--- src/design/h264fua_pkg.sv ---
// ----------------------------------------------------------------------------
// h264fua_pkg
// Shared types and constants of the H.264 RTP FU-A packetizer.
// ----------------------------------------------------------------------------
package h264fua_pkg;

    localparam int MAX_FRAME_BYTES_DEF = 65536;
    localparam int OP_QUEUE_DEPTH      = 4;

    // configuration register indexes
    localparam logic [1:0] CFG_MAX_PAYLOAD    = 2'd0;
    localparam logic [1:0] CFG_TIMESTAMP_STEP = 2'd1;
    localparam logic [1:0] CFG_PAYLOAD_TYPE   = 2'd2;

    localparam logic [11:0] MAX_PAYLOAD_RST    = 12'd1400;
    localparam logic [16:0] TIMESTAMP_STEP_RST = 17'd9000;
    localparam logic [6:0]  PAYLOAD_TYPE_RST   = 7'd96;

    localparam logic [11:0] PAYLOAD_MIN = 12'd3;
    localparam logic [11:0] PAYLOAD_MAX = 12'd2048;
    localparam logic [4:0]  FU_A_TYPE   = 5'd28;
    localparam logic [4:0]  NAL_TYPE_LO = 5'd1;
    localparam logic [4:0]  NAL_TYPE_HI = 5'd23;
    localparam logic [23:0] START_CODE  = 24'h000001;
    localparam logic [23:0] WINDOW_RST  = 24'hFFFFFF;

    typedef struct packed {
        logic [7:0]  data_byte;
        logic [16:0] frame_bytes;
    } t_in_item;

    typedef struct packed {
        logic [7:0]  packet_byte;
        logic        packet_end;
        logic        marker;
        logic [31:0] timestamp;
        logic [6:0]  rtp_payload_type;
        logic        last_of_run;
    } t_out_item;

    // one queued emit operation: a payload byte, optionally preceded by the
    // FU indicator and FU header
    typedef struct packed {
        logic [7:0]  data;
        logic        pkt_end;
        logic        marker;
        logic        frag_start;
        logic [7:0]  fu_ind;
        logic [7:0]  fu_hdr;
        logic [31:0] ts;
    } t_op;

    typedef enum logic [2:0] {
        PH_SEARCH = 3'b001,
        PH_SINGLE = 3'b010,
        PH_FRAG   = 3'b100
    } t_phase;

    typedef enum logic [2:0] {
        SLOT_IND  = 3'b001,
        SLOT_HDR  = 3'b010,
        SLOT_DATA = 3'b100
    } t_slot;

endpackage

--- src/design/h264_rtp_fu_a_packetizer.sv ---
// ----------------------------------------------------------------------------
// h264_rtp_fu_a_packetizer
// H.264 RTP packetizer: single NAL unit packets and FU-A fragmentation.
// ----------------------------------------------------------------------------
// Takes one frame byte per cycle while the operation queue is not full and emits
// RTP payload bytes, one output item per cycle while the output is ready. Most
// bytes give zero or one item and pass at full rate; the first payload byte of
// each FU-A fragment gives three items (FU indicator, FU header, byte). A queue
// of QUEUE_DEPTH operations sits between the byte classifier and the output
// expander, so input keeps flowing while fragment headers go out and while the
// output is stalled; the two header items of each fragment hold the sustained
// input rate below one byte per cycle. Configuration registers are always ready;
// max_payload and timestamp_step apply from the next byte, payload_type to each
// item as it leaves, so the user must write registers only with no item in flight; the block does not enforce it.
module h264_rtp_fu_a_packetizer
    import h264fua_pkg::*;
#(
    parameter int MAX_FRAME_BYTES = MAX_FRAME_BYTES_DEF,
    parameter int QUEUE_DEPTH     = OP_QUEUE_DEPTH
) (
    input  logic        i_clk,
    input  logic        i_rst_n,
    input  logic        i_in_valid,
    output logic        o_in_ready,
    input  t_in_item    i_in_data,
    output logic        o_out_valid,
    input  logic        i_out_ready,
    output t_out_item   o_out_data,
    input  logic        i_cfg_valid,
    output logic        o_cfg_ready,
    input  logic [1:0]  i_cfg_index,
    input  logic [16:0] i_cfg_data
);

    logic [11:0] r_max_payload;
    logic [16:0] r_ts_step;
    logic [6:0]  r_payload_type;

    logic        push;
    logic        pop;
    logic        full;
    logic        empty;
    t_op         front_op;
    t_op         queue_op;

    assign o_cfg_ready = 1'b1;

    always_ff @(posedge i_clk) begin
        if (!i_rst_n) begin
            r_max_payload  <= MAX_PAYLOAD_RST;
            r_ts_step      <= TIMESTAMP_STEP_RST;
            r_payload_type <= PAYLOAD_TYPE_RST;
        end else if (i_cfg_valid) begin
            case (i_cfg_index)
                CFG_MAX_PAYLOAD:    r_max_payload  <= i_cfg_data[11:0];
                CFG_TIMESTAMP_STEP: r_ts_step      <= i_cfg_data;
                CFG_PAYLOAD_TYPE:   r_payload_type <= i_cfg_data[6:0];
                default: ;
            endcase
        end
    end

    h264fua_front #(
        .MAX_FRAME_BYTES (MAX_FRAME_BYTES)
    ) u_front (
        .i_clk         (i_clk),
        .i_rst_n       (i_rst_n),
        .i_valid       (i_in_valid),
        .o_ready       (o_in_ready),
        .i_data        (i_in_data),
        .i_max_payload (r_max_payload),
        .i_ts_step     (r_ts_step),
        .o_push        (push),
        .o_op          (front_op),
        .i_full        (full)
    );

    h264fua_fifo #(
        .DEPTH (QUEUE_DEPTH)
    ) u_fifo (
        .i_clk   (i_clk),
        .i_rst_n (i_rst_n),
        .i_push  (push),
        .i_op    (front_op),
        .o_full  (full),
        .i_pop   (pop),
        .o_op    (queue_op),
        .o_empty (empty)
    );

    h264fua_back u_back (
        .i_clk          (i_clk),
        .i_rst_n        (i_rst_n),
        .i_op           (queue_op),
        .i_empty        (empty),
        .o_pop          (pop),
        .i_payload_type (r_payload_type),
        .o_valid        (o_out_valid),
        .i_ready        (i_out_ready),
        .o_data         (o_out_data)
    );

endmodule

--- src/design/h264fua_front.sv ---
// ----------------------------------------------------------------------------
// h264fua_front
// Start code search and packet/fragment bookkeeping; one byte per cycle while
// the queue is not full, pushes one emit operation per byte that produces output.
// ----------------------------------------------------------------------------
module h264fua_front
    import h264fua_pkg::*;
#(
    parameter int MAX_FRAME_BYTES = MAX_FRAME_BYTES_DEF
) (
    input  logic        i_clk,
    input  logic        i_rst_n,
    input  logic        i_valid,
    output logic        o_ready,
    input  t_in_item    i_data,
    input  logic [11:0] i_max_payload,
    input  logic [16:0] i_ts_step,
    output logic        o_push,
    output t_op         o_op,
    input  logic        i_full
);

    localparam int LW = $clog2(MAX_FRAME_BYTES + 1);
    localparam int CW = (LW < 17) ? LW : 17;
    localparam int EW = (LW > 17) ? LW : 17;
    localparam int XW = (CW + 1 > 12) ? CW + 1 : 12;

    t_phase         r_phase,  n_phase;
    logic [CW-1:0]  r_pos,    n_pos;
    logic [23:0]    r_win,    n_win;
    logic [CW-1:0]  r_remain, n_remain;
    logic [10:0]    r_fill,   n_fill;
    logic           r_first,  n_first;
    logic [7:0]     r_hdr,    n_hdr;
    logic [31:0]    r_ts,     n_ts;

    logic           accept;
    logic [EW-1:0]  fb_ext;
    logic [CW-1:0]  fbc;
    logic [11:0]    mp;
    logic [10:0]    chunk;
    logic [CW-1:0]  len;
    logic [CW-1:0]  rem_dec;
    logic [10:0]    fill_inc;
    logic [4:0]     nal_type;
    logic           found;
    logic           frag_last;
    logic           frag_end;

    assign o_ready = !i_full;
    assign accept  = i_valid && o_ready;

    always_comb begin
        fb_ext = EW'(i_data.frame_bytes);
        if (fb_ext == '0) begin
            fb_ext = EW'(1);
        end
        if (fb_ext > EW'(MAX_FRAME_BYTES)) begin
            fb_ext = EW'(MAX_FRAME_BYTES);
        end
        fbc = fb_ext[CW-1:0];

        mp = i_max_payload;
        if (mp < PAYLOAD_MIN) begin
            mp = PAYLOAD_MIN;
        end
        if (mp > PAYLOAD_MAX) begin
            mp = PAYLOAD_MAX;
        end
    end

    assign chunk    = 11'(mp - 12'd2);
    assign len      = fbc - r_pos;
    assign rem_dec  = r_remain - CW'(1);
    assign fill_inc = r_fill + 11'd1;
    assign nal_type = i_data.data_byte[4:0];
    assign found    = (r_win == START_CODE) && (nal_type >= NAL_TYPE_LO)
                      && (nal_type <= NAL_TYPE_HI)
                      && (XW'(fbc) >= XW'(r_pos) + XW'(2));
    // remaining + fill stays constant across a fragment
    assign frag_last = (XW'(r_remain) + XW'(r_fill)) <= XW'(chunk);
    assign frag_end  = (fill_inc >= chunk) || (rem_dec == '0);

    always_comb begin
        n_phase  = r_phase;
        n_pos    = r_pos;
        n_win    = r_win;
        n_remain = r_remain;
        n_fill   = r_fill;
        n_first  = r_first;
        n_hdr    = r_hdr;
        n_ts     = r_ts;
        o_push   = 1'b0;
        o_op.data       = i_data.data_byte;
        o_op.pkt_end    = 1'b0;
        o_op.marker     = 1'b1;
        o_op.frag_start = 1'b0;
        o_op.fu_ind     = {r_hdr[7:5], FU_A_TYPE};
        // FU header: S, E, reserved zero, NAL type
        o_op.fu_hdr     = {r_first, frag_last, 1'b0, r_hdr[4:0]};
        o_op.ts         = r_ts;

        if (accept) begin
            case (r_phase)
                PH_SINGLE: begin
                    if (r_remain != '0) begin
                        o_push       = 1'b1;
                        o_op.pkt_end = (rem_dec == '0);
                        n_remain     = rem_dec;
                    end
                    if (r_remain == '0 || rem_dec == '0) begin
                        n_phase  = PH_SEARCH;
                        n_pos    = '0;
                        n_win    = WINDOW_RST;
                        n_remain = '0;
                        n_fill   = '0;
                        n_first  = 1'b1;
                        n_ts     = r_ts + 32'(i_ts_step);
                    end
                end
                PH_FRAG: begin
                    if (r_remain != '0) begin
                        o_push          = 1'b1;
                        o_op.pkt_end    = frag_end;
                        o_op.marker     = frag_last;
                        o_op.frag_start = (r_fill == '0);
                        n_remain        = rem_dec;
                        n_fill          = frag_end ? 11'd0 : fill_inc;
                        n_first         = frag_end ? 1'b0 : r_first;
                    end
                    if (r_remain == '0 || rem_dec == '0) begin
                        n_phase  = PH_SEARCH;
                        n_pos    = '0;
                        n_win    = WINDOW_RST;
                        n_remain = '0;
                        n_fill   = '0;
                        n_first  = 1'b1;
                        n_ts     = r_ts + 32'(i_ts_step);
                    end
                end
                default: begin
                    if (found) begin
                        n_hdr    = i_data.data_byte;
                        n_remain = len - CW'(1);
                        n_win    = WINDOW_RST;
                        n_pos    = r_pos + CW'(1);
                        if (XW'(len) <= XW'(mp)) begin
                            n_phase = PH_SINGLE;
                            o_push  = 1'b1;
                        end else begin
                            n_phase = PH_FRAG;
                            n_fill  = '0;
                            n_first = 1'b1;
                        end
                    end else begin
                        n_win = {r_win[15:0], i_data.data_byte};
                        if (XW'(r_pos) + XW'(1) >= XW'(fbc)) begin
                            // no start code in this frame
                            n_phase  = PH_SEARCH;
                            n_pos    = '0;
                            n_win    = WINDOW_RST;
                            n_remain = '0;
                            n_fill   = '0;
                            n_first  = 1'b1;
                            n_ts     = r_ts + 32'(i_ts_step);
                        end else begin
                            n_pos = r_pos + CW'(1);
                        end
                    end
                end
            endcase
        end
    end

    always_ff @(posedge i_clk) begin
        if (!i_rst_n) begin
            r_phase  <= PH_SEARCH;
            r_pos    <= '0;
            r_win    <= WINDOW_RST;
            r_remain <= '0;
            r_fill   <= '0;
            r_first  <= 1'b1;
            r_hdr    <= '0;
            r_ts     <= '0;
        end else begin
            r_phase  <= n_phase;
            r_pos    <= n_pos;
            r_win    <= n_win;
            r_remain <= n_remain;
            r_fill   <= n_fill;
            r_first  <= n_first;
            r_hdr    <= n_hdr;
            r_ts     <= n_ts;
        end
    end

endmodule

--- src/design/h264fua_fifo.sv ---
// ----------------------------------------------------------------------------
// h264fua_fifo
// Short register queue of emit operations between front and back.
// ----------------------------------------------------------------------------
module h264fua_fifo
    import h264fua_pkg::*;
#(
    parameter int DEPTH = OP_QUEUE_DEPTH
) (
    input  logic i_clk,
    input  logic i_rst_n,
    input  logic i_push,
    input  t_op  i_op,
    output logic o_full,
    input  logic i_pop,
    output t_op  o_op,
    output logic o_empty
);

    localparam int AW = (DEPTH > 1) ? $clog2(DEPTH) : 1;
    localparam int NW = $clog2(DEPTH + 1);

    t_op            r_mem [DEPTH];
    logic [AW-1:0]  r_wr, n_wr;
    logic [AW-1:0]  r_rd, n_rd;
    logic [NW-1:0]  r_cnt, n_cnt;

    assign o_full  = (r_cnt == NW'(DEPTH));
    assign o_empty = (r_cnt == '0);
    assign o_op    = r_mem[r_rd];

    always_comb begin
        n_wr  = r_wr;
        n_rd  = r_rd;
        n_cnt = r_cnt;
        if (i_push) begin
            n_wr = (r_wr == AW'(DEPTH - 1)) ? '0 : r_wr + AW'(1);
        end
        if (i_pop) begin
            n_rd = (r_rd == AW'(DEPTH - 1)) ? '0 : r_rd + AW'(1);
        end
        if (i_push && !i_pop) begin
            n_cnt = r_cnt + NW'(1);
        end else if (i_pop && !i_push) begin
            n_cnt = r_cnt - NW'(1);
        end
    end

    always_ff @(posedge i_clk) begin
        if (!i_rst_n) begin
            r_wr  <= '0;
            r_rd  <= '0;
            r_cnt <= '0;
        end else begin
            r_wr  <= n_wr;
            r_rd  <= n_rd;
            r_cnt <= n_cnt;
        end
    end

    always_ff @(posedge i_clk) begin
        if (i_push) begin
            r_mem[r_wr] <= i_op;
        end
    end

endmodule

--- src/design/h264fua_back.sv ---
// ----------------------------------------------------------------------------
// h264fua_back
// Expands queued operations into output items: one item, or three for the
// first byte of an FU-A fragment (indicator, header, payload byte).
// ----------------------------------------------------------------------------
module h264fua_back
    import h264fua_pkg::*;
(
    input  logic        i_clk,
    input  logic        i_rst_n,
    input  t_op         i_op,
    input  logic        i_empty,
    output logic        o_pop,
    input  logic [6:0]  i_payload_type,
    output logic        o_valid,
    input  logic        i_ready,
    output t_out_item   o_data
);

    logic   r_busy, n_busy;
    t_op    r_op;
    t_slot  r_slot, n_slot;
    logic   fire;
    logic   done;

    assign fire  = r_busy && i_ready;
    assign done  = fire && (r_slot == SLOT_DATA);
    assign o_pop = !i_empty && (!r_busy || done);

    always_comb begin
        n_busy = r_busy;
        n_slot = r_slot;
        if (o_pop) begin
            n_busy = 1'b1;
            n_slot = i_op.frag_start ? SLOT_IND : SLOT_DATA;
        end else if (done) begin
            n_busy = 1'b0;
        end else if (fire) begin
            n_slot = (r_slot == SLOT_IND) ? SLOT_HDR : SLOT_DATA;
        end
    end

    always_ff @(posedge i_clk) begin
        if (!i_rst_n) begin
            r_busy <= 1'b0;
            r_slot <= SLOT_DATA;
        end else begin
            r_busy <= n_busy;
            r_slot <= n_slot;
        end
    end

    always_ff @(posedge i_clk) begin
        if (o_pop) begin
            r_op <= i_op;
        end
    end

    assign o_valid = r_busy;

    always_comb begin
        case (r_slot)
            SLOT_IND: o_data.packet_byte = r_op.fu_ind;
            SLOT_HDR: o_data.packet_byte = r_op.fu_hdr;
            default:  o_data.packet_byte = r_op.data;
        endcase
        o_data.packet_end       = (r_slot == SLOT_DATA) && r_op.pkt_end;
        o_data.marker           = r_op.marker;
        o_data.timestamp        = r_op.ts;
        o_data.rtp_payload_type = i_payload_type;
        o_data.last_of_run      = (r_slot == SLOT_DATA);
    end

endmodule

--- config.mk ---
export PLATFORM = sky130hd
export DESIGN_NAME = h264_rtp_fu_a_packetizer
export DESIGN_NICKNAME = d
export VERILOG_FILES = /design/src/design/h264fua_pkg.sv /design/src/design/h264_rtp_fu_a_packetizer.sv /design/src/design/h264fua_front.sv /design/src/design/h264fua_fifo.sv /design/src/design/h264fua_back.sv
export SDC_FILE = /design/constraint.sdc
export NUM_CORES = 1
export LEC_CHECK = 0
export BUFFER_PORTS_ARGS = -buffer_cell sky130_fd_sc_hd__buf_4
export CORE_MARGIN = 4
export CORE_UTILIZATION = 25
export DETAILED_ROUTE_END_ITERATION = 10
export PLACE_DENSITY_LB_ADDON = 0.15
export SLEW_MARGIN = 0
export SYNTH_ARGS = -nofsm -noshare
export SYNTH_HDL_FRONTEND = slang
export SYNTH_SLANG_ARGS = --single-unit
--- constraint.sdc ---
create_clock -name i_clk -period 10.1 [get_ports i_clk]
set_clock_uncertainty 0.1 [all_clocks]
set_input_delay 2.02 -clock i_clk [delete_from_list [all_inputs] [get_ports i_clk]]
set_output_delay 2.02 -clock i_clk [all_outputs]
set_load 0.05 [all_outputs]
---- Word-level counts from Yosys, hierarchy flattened ----
Memories as Yosys holds them, arrays and structs flattened. A register that Yosys moved wholly into a read port is not among the register bits.
Index checks and enable logic that the tools add are counted.
cells by class
  add/subtract/negate cells ............... 14
  $lt $le $gt $ge ......................... 10
  equal/unequal tests ..................... 19
  mux-type cells .......................... 68
  bitwise gates (word level) .............. 1
  reductions and logical operators ........ 43
operators with widths
  operator               count
  $mux 17                11
  $mux 32                4
  $mux 24                4
  $mux 11                7
  $logic_not 17->1       3
  $mux 3                 14
  $sub 17x1->17 const B  2
  $add 32x17->32         1
  $eq 24x1->1 const B    1
  $mux 12                2
  $pmux 11 s2            1
  $add 17x1->18 const B  1
  $add 17x11->18         1
  $add 17x2->18 const B  1
  $ge 17x18->1           1
  $ge 18x17->1           1
  $le 18x11->1           1
  $add 17x1->17 const B  1
  $gt 17x17->1 const B   1
  $le 17x12->1           1
  $mux 1                 17
  $reduce_bool 17->1     1
  $sub 17x17->17         1
  $pmux 8 s2             1
  other kinds (37)       76
storage, ports and cells
  register bits ........................... 218
  RAM bits ................................ 212
  input bits .............................. 49
  logic and storage cells ................. 178
  memories ................................ 1
memory list
  memory        depth  width  rd ports  clocked after memory_dff  wr ports  RTL line            source
  u_fifo.r_mem  4      53     1         1                         1         h264fua_fifo.sv:23  t_op r_mem [DEPTH];

---- Longest topological paths before layout ----
  depth after elaboration ................. 14
  gate-level depth with buffers ........... 25

---- By module ----
From an unflattened synthesis, not the netlist that was laid out.
second synthesis, totals
  cell total of the unflattened synthesis .. 2039
  area total of the unflattened synthesis .. 23377.4 µm²
modules (own cells, without submodules)
  module                    times used  cells each  area each (µm²)  seq. area each (µm²)
  h264fua_front             1           1395        10508.8          2262.2
  h264fua_fifo              1           353         8984.9           7267.0
  h264fua_back              1           142         2412.3           1821.7
  h264_rtp_fu_a_packetizer  1           149         1471.4           720.7

---- Least setup slack after synthesis ----
OpenSTA, ideal clock, no wires.
  kind .................................... input to register
  start point ............................. input port i_in_data[5] (netlist name)
  end point ............................... memory u_fifo.r_mem[3][0] (netlist name), enable pin
  setup time .............................. 416 ps
  data arrival time ....................... 7358 ps
  data required time ...................... 9584 ps
  slack ................................... 2226 ps
  stages .................................. 20
  cell sequence ........................... nor4_1 nand4_1 o21ai_1 and2_1 ha_1 buf_2 nor4bb_1 a311o_1 or3_1 a21oi_1 xnor2_1 ha_1 nand4_1 or3_1 o21ai_0 a31oi_1 nor4_1 o211ai_1 o22ai_2 and2_1
between the ends
  word-level cells in the longest chain between the ends .. 12
  elaborated cells between the ends (all ways) .. 14
  those cells by class .................... add/sub (1); order compare (3); mux (8); reduce/logical (2)
ends and longest elaborated chain
  item                              RTL line                        source
  start, declared                   h264_rtp_fu_a_packetizer.sv:25  input t_in_item i_in_data,
  $logic_not 17->1                  h264fua_front.sv:55             if (fb_ext == '0) begin
  $mux 17 (*)                       h264fua_front.sv:55
  $gt 17x17->1                      h264fua_front.sv:58             if (fb_ext > EW'(MAX_FRAME_BYTES)) begin
  $mux 17 (*)                       h264fua_front.sv:58
  $sub 17x17->17                    h264fua_front.sv:73             assign len = fbc - r_pos;
  $le 17x12->1                      h264fua_front.sv:147            if (XW'(len) <= XW'(mp)) begin
  $mux 1                            h264fua_front.sv:147
  $mux 1 (*)                        h264fua_front.sv:142            if (found) begin
  $mux 1 (*)                        n/a
  $mux 1 (*)                        h264fua_front.sv:103            if (accept) begin
  named net push                    h264_rtp_fu_a_packetizer.sv:39  logic push;
  $mux 1 (*)                        h264fua_fifo.sv:62              if (i_push) begin
  $mux 1 (not written as such) (*)  h264fua_fifo.sv:63              r_mem[r_wr] <= i_op;
  end, declared                     h264fua_fifo.sv:23
Mark *: on every way through the listed nets, which the timed path passes. The rest lies on a longest branch.

---- Worst setup path in the final report ----
  start point ............................. input port i_in_data[3] (netlist name)
  end point ............................... register u_fifo.r_cnt[2]
between the ends
  word-level cells in the longest chain between the ends .. 13
  elaborated cells between the ends (all ways) .. 17
  those cells by class .................... add/sub (1); order compare (3); mux (7); reduce/logical (6)
ends and longest elaborated chain
  item                         RTL line                        source
  $logic_not 17->1             h264fua_front.sv:55
  $mux 17 (*)                  h264fua_front.sv:55
  $gt 17x17->1                 h264fua_front.sv:58
  $mux 17 (*)                  h264fua_front.sv:58
  $sub 17x17->17               h264fua_front.sv:73
  $le 17x12->1                 h264fua_front.sv:147
  $mux 1                       h264fua_front.sv:147
  $mux 1 (*)                   h264fua_front.sv:142
  $mux 1 (*)                   n/a
  $mux 1 (*)                   h264fua_front.sv:103
  named net push               h264_rtp_fu_a_packetizer.sv:39
  $logic_not 1->1              h264fua_fifo.sv:44              end else if (i_pop && !i_push) begin
  $logic_and 1x1->1            h264fua_fifo.sv:44
  $reduce_bool 2->1 (no line)  n/a
  end signal, assigned         h264fua_fifo.sv:57              r_cnt <= n_cnt;
  end, declared                h264fua_fifo.sv:26              logic [NW-1:0] r_cnt, n_cnt;
Marked as above.
A chain may end at the register's enable or synchronous reset.

==> qor.yml <==
coreArea_sq_um: 87020
status: "complete, no violations"
worstPathRequired_ps: 10510
rsz0062_at_grt: "false"
cts_tree: "yes"
cts_resized: 0
fin_setup_tns_ps: 0
ys_ff_latch: 426
cts.reportedPaths.clkPinSlew_ps: 60
yosys.area.top_type_share_pct: 36.05
antenna_cells: 0
drv_cap: 0
gp_congestion: 0.8356
finalCritPeriodShare_pct: 77.78
vdd_drop_max_uv: 196.7
grt_use_total_pct: 12.60
cts_buffers: 50
synthesis.area_sq_um: 21990
rrSetupSlack_ps: 4010
nets: 2212
htree_levels: 2
wl_per_cell_um: 18.50
cts_sinks: 426
syn_nets: 2163
m1WireLength_um: 27340
drcViolationCount: 0
drive_gt1_share_pct: 13.11
synth_edf_count: 264
start_kind: "primary input"
fp-row-count: 108
grt_pass1_vias: 15394
ant_nets: 0
fin_crit_ps: 7856
hold_buffers: 0
worstMarginPinSlew_ps: 1020
die_y_um: 304.6
syn_area_per_cell_sq_um: 11.06
post_cts_buffers: 0
p_leak_uw: 0.009170
slowest_stage: "nor4_1"
synthCells: 1988
io_pins: 102
dp_hpwl_um: 42490
yosysWarnings: 0
clock.fmax_mhz: 127.3
initial_utilization_pct: 25.27
cp_data_arrival_time_ps: 8260
setup_viol: 0
setup_ws_ps: 2244
syn_to_final_growth_pct: 15.17
routed-via-count: 15214
hold_path.class: "flip-flop to flip-flop"
drt_iter0_drc: 812
slew_headroom_pct: 30.25
grt_max_degree: 58
gr-total-overflow: 0
cts_root_buf: "clkbuf_16"
final_max_slew_viol_count: 0
p_per_area_nw_per_um2: 203.0
crit_fanout: 9
yosysUniqueCellTypes: 93
synth_top_area_cell: "edfxtp_1"
die_w_um: 304.6
routed-wl-met3_um: 2274
top_layer: "met5"
fin_util_pct: 29.10
grt_antenna_before_repair: 2
worstSkewPairLatency_ps: 590
critPathTopFamily: "simple AND/OR/NAND/NOR gates"
portBuffers: 100
ys.flop_type: "edfxtp_1"
synth_most_common_cell: "edfxtp_1"
crit_buf_inv: 2
slowest_delay_ps: 510
routed_wl_um: 59730
crit_path_end_kind: "flip-flop"
crit_type: "primary input to flip-flop"
detailedPlace.worstSlack_ps: 1593
synthTopCellsByArea: "edfxtp_1, dfxtp_1, ha_1"
synth_commonest_cells: "edfxtp_1, nand2_1, dfxtp_1, nor2_1, ha_1"
clock_path_buffers: 3
drt_pass1_iterations: 5
via_per_inst: 4.712
grt_pass1_wl_um: 92790
finalHoldViolations: 0
ys_seq_area_share_pct: 50.80
ys_async_sr_fraction_pct: 0
wl_met2_um: 28970
dieArea_sq_um: 92770
worst paths after layout:
path                                  startpoint              end  depth (start not counted)
worst max-delay path                i_in_data[3]  u_fifo.r_cnt[2]                         25
worst min-delay path                r_ts_step[0]     r_ts_step[0]                          2
worst max register to register  u_front.r_pos[3]  u_fifo.r_cnt[2]                         20
worst min register to register      r_ts_step[0]     r_ts_step[0]                          2
stage by stage:
step	total power (uW)	instances	hold WS [ps]	instance area, sq um
floorplan	3136	1988	340.1	21990
finish	5143	3229	359.3	25330
detailed placement	3494	3140	357.6	23780
global route	5408	3229	381.2	25330
CTS	5250	3229	366.0	25330
global placement	3491	3140	349.6	23780
where the power goes:
part	internal, uW	switching, uW
Clock	997	724
Combinational	438	845
Sequential	2050	94.4
Total	3480	1660
layout make-up:
cell class | instances | area, sq um
clock buffer | 69 | 1323
inverter | 79 | 297.8
timing repair buffer | 117 | 928.4
tap | 1155 | 1445
fill | 8994 | 61700
clock inverter | 20 | 221.5
multi-input combinational | 1363 | 9937
sequential | 426 | 11180
per-layer routing:
layer	global-route usage [%]	vias up
met5	0	-
met4	2.848	2
met3	1.882	77
met2	21.71	272
met1	16.77	7467
li1	-	7396
kinds of logic after synthesis:
group | after synthesis | share of synthesized area (%)
AO/OA/AOI/OAI | 331 | 9.985
adder cells (fa/ha/maj) | 128 | 7.431
XOR/XNOR | 113 | 4.500
buffers and inverters | 199 | 4.091
AND/OR/NAND/NOR | 693 | 15.74
flip-flops | 426 | 50.80
other | 1 | 0.01705
multiplexers | 97 | 7.436
sequential cells by signal, summed over array words and instances, names as in the netlist, 11 cells and up, named ones only:
register	cells
u_back.r_op	19
u_front.r_win	24
u_fifo.r_mem	212
u_front.r_remain	17
u_front.r_pos	17
u_front.r_ts	32
u_front.r_fill	11
u_back.o_data	33
r_max_payload	12
r_ts_step	17
placed cells by master (no fill, tap or decap), types with 22 or more instances in the layout:
master and n:
nand4_1 33, or3_1 22, ha_1 121, nand2b_1 22, nand3_1 93, clkbuf_16 50, o21ai_0 45, edfxtp_1 264
a21oi_1 104, buf_4 113, mux4_2 53, inv_1 75, nand2_1 215, nor3_1 43, nor2b_1 23, dfxtp_1 160
mux2i_1 43, xor2_1 31, xnor2_1 82, nor2_1 126
worst min-delay path, cell delays in order (launching register included):
cell and delay [ps]:
dfxtp_1 310, nand2_1 50, a21oi_1 50
(Power assumes the default switching activity.)
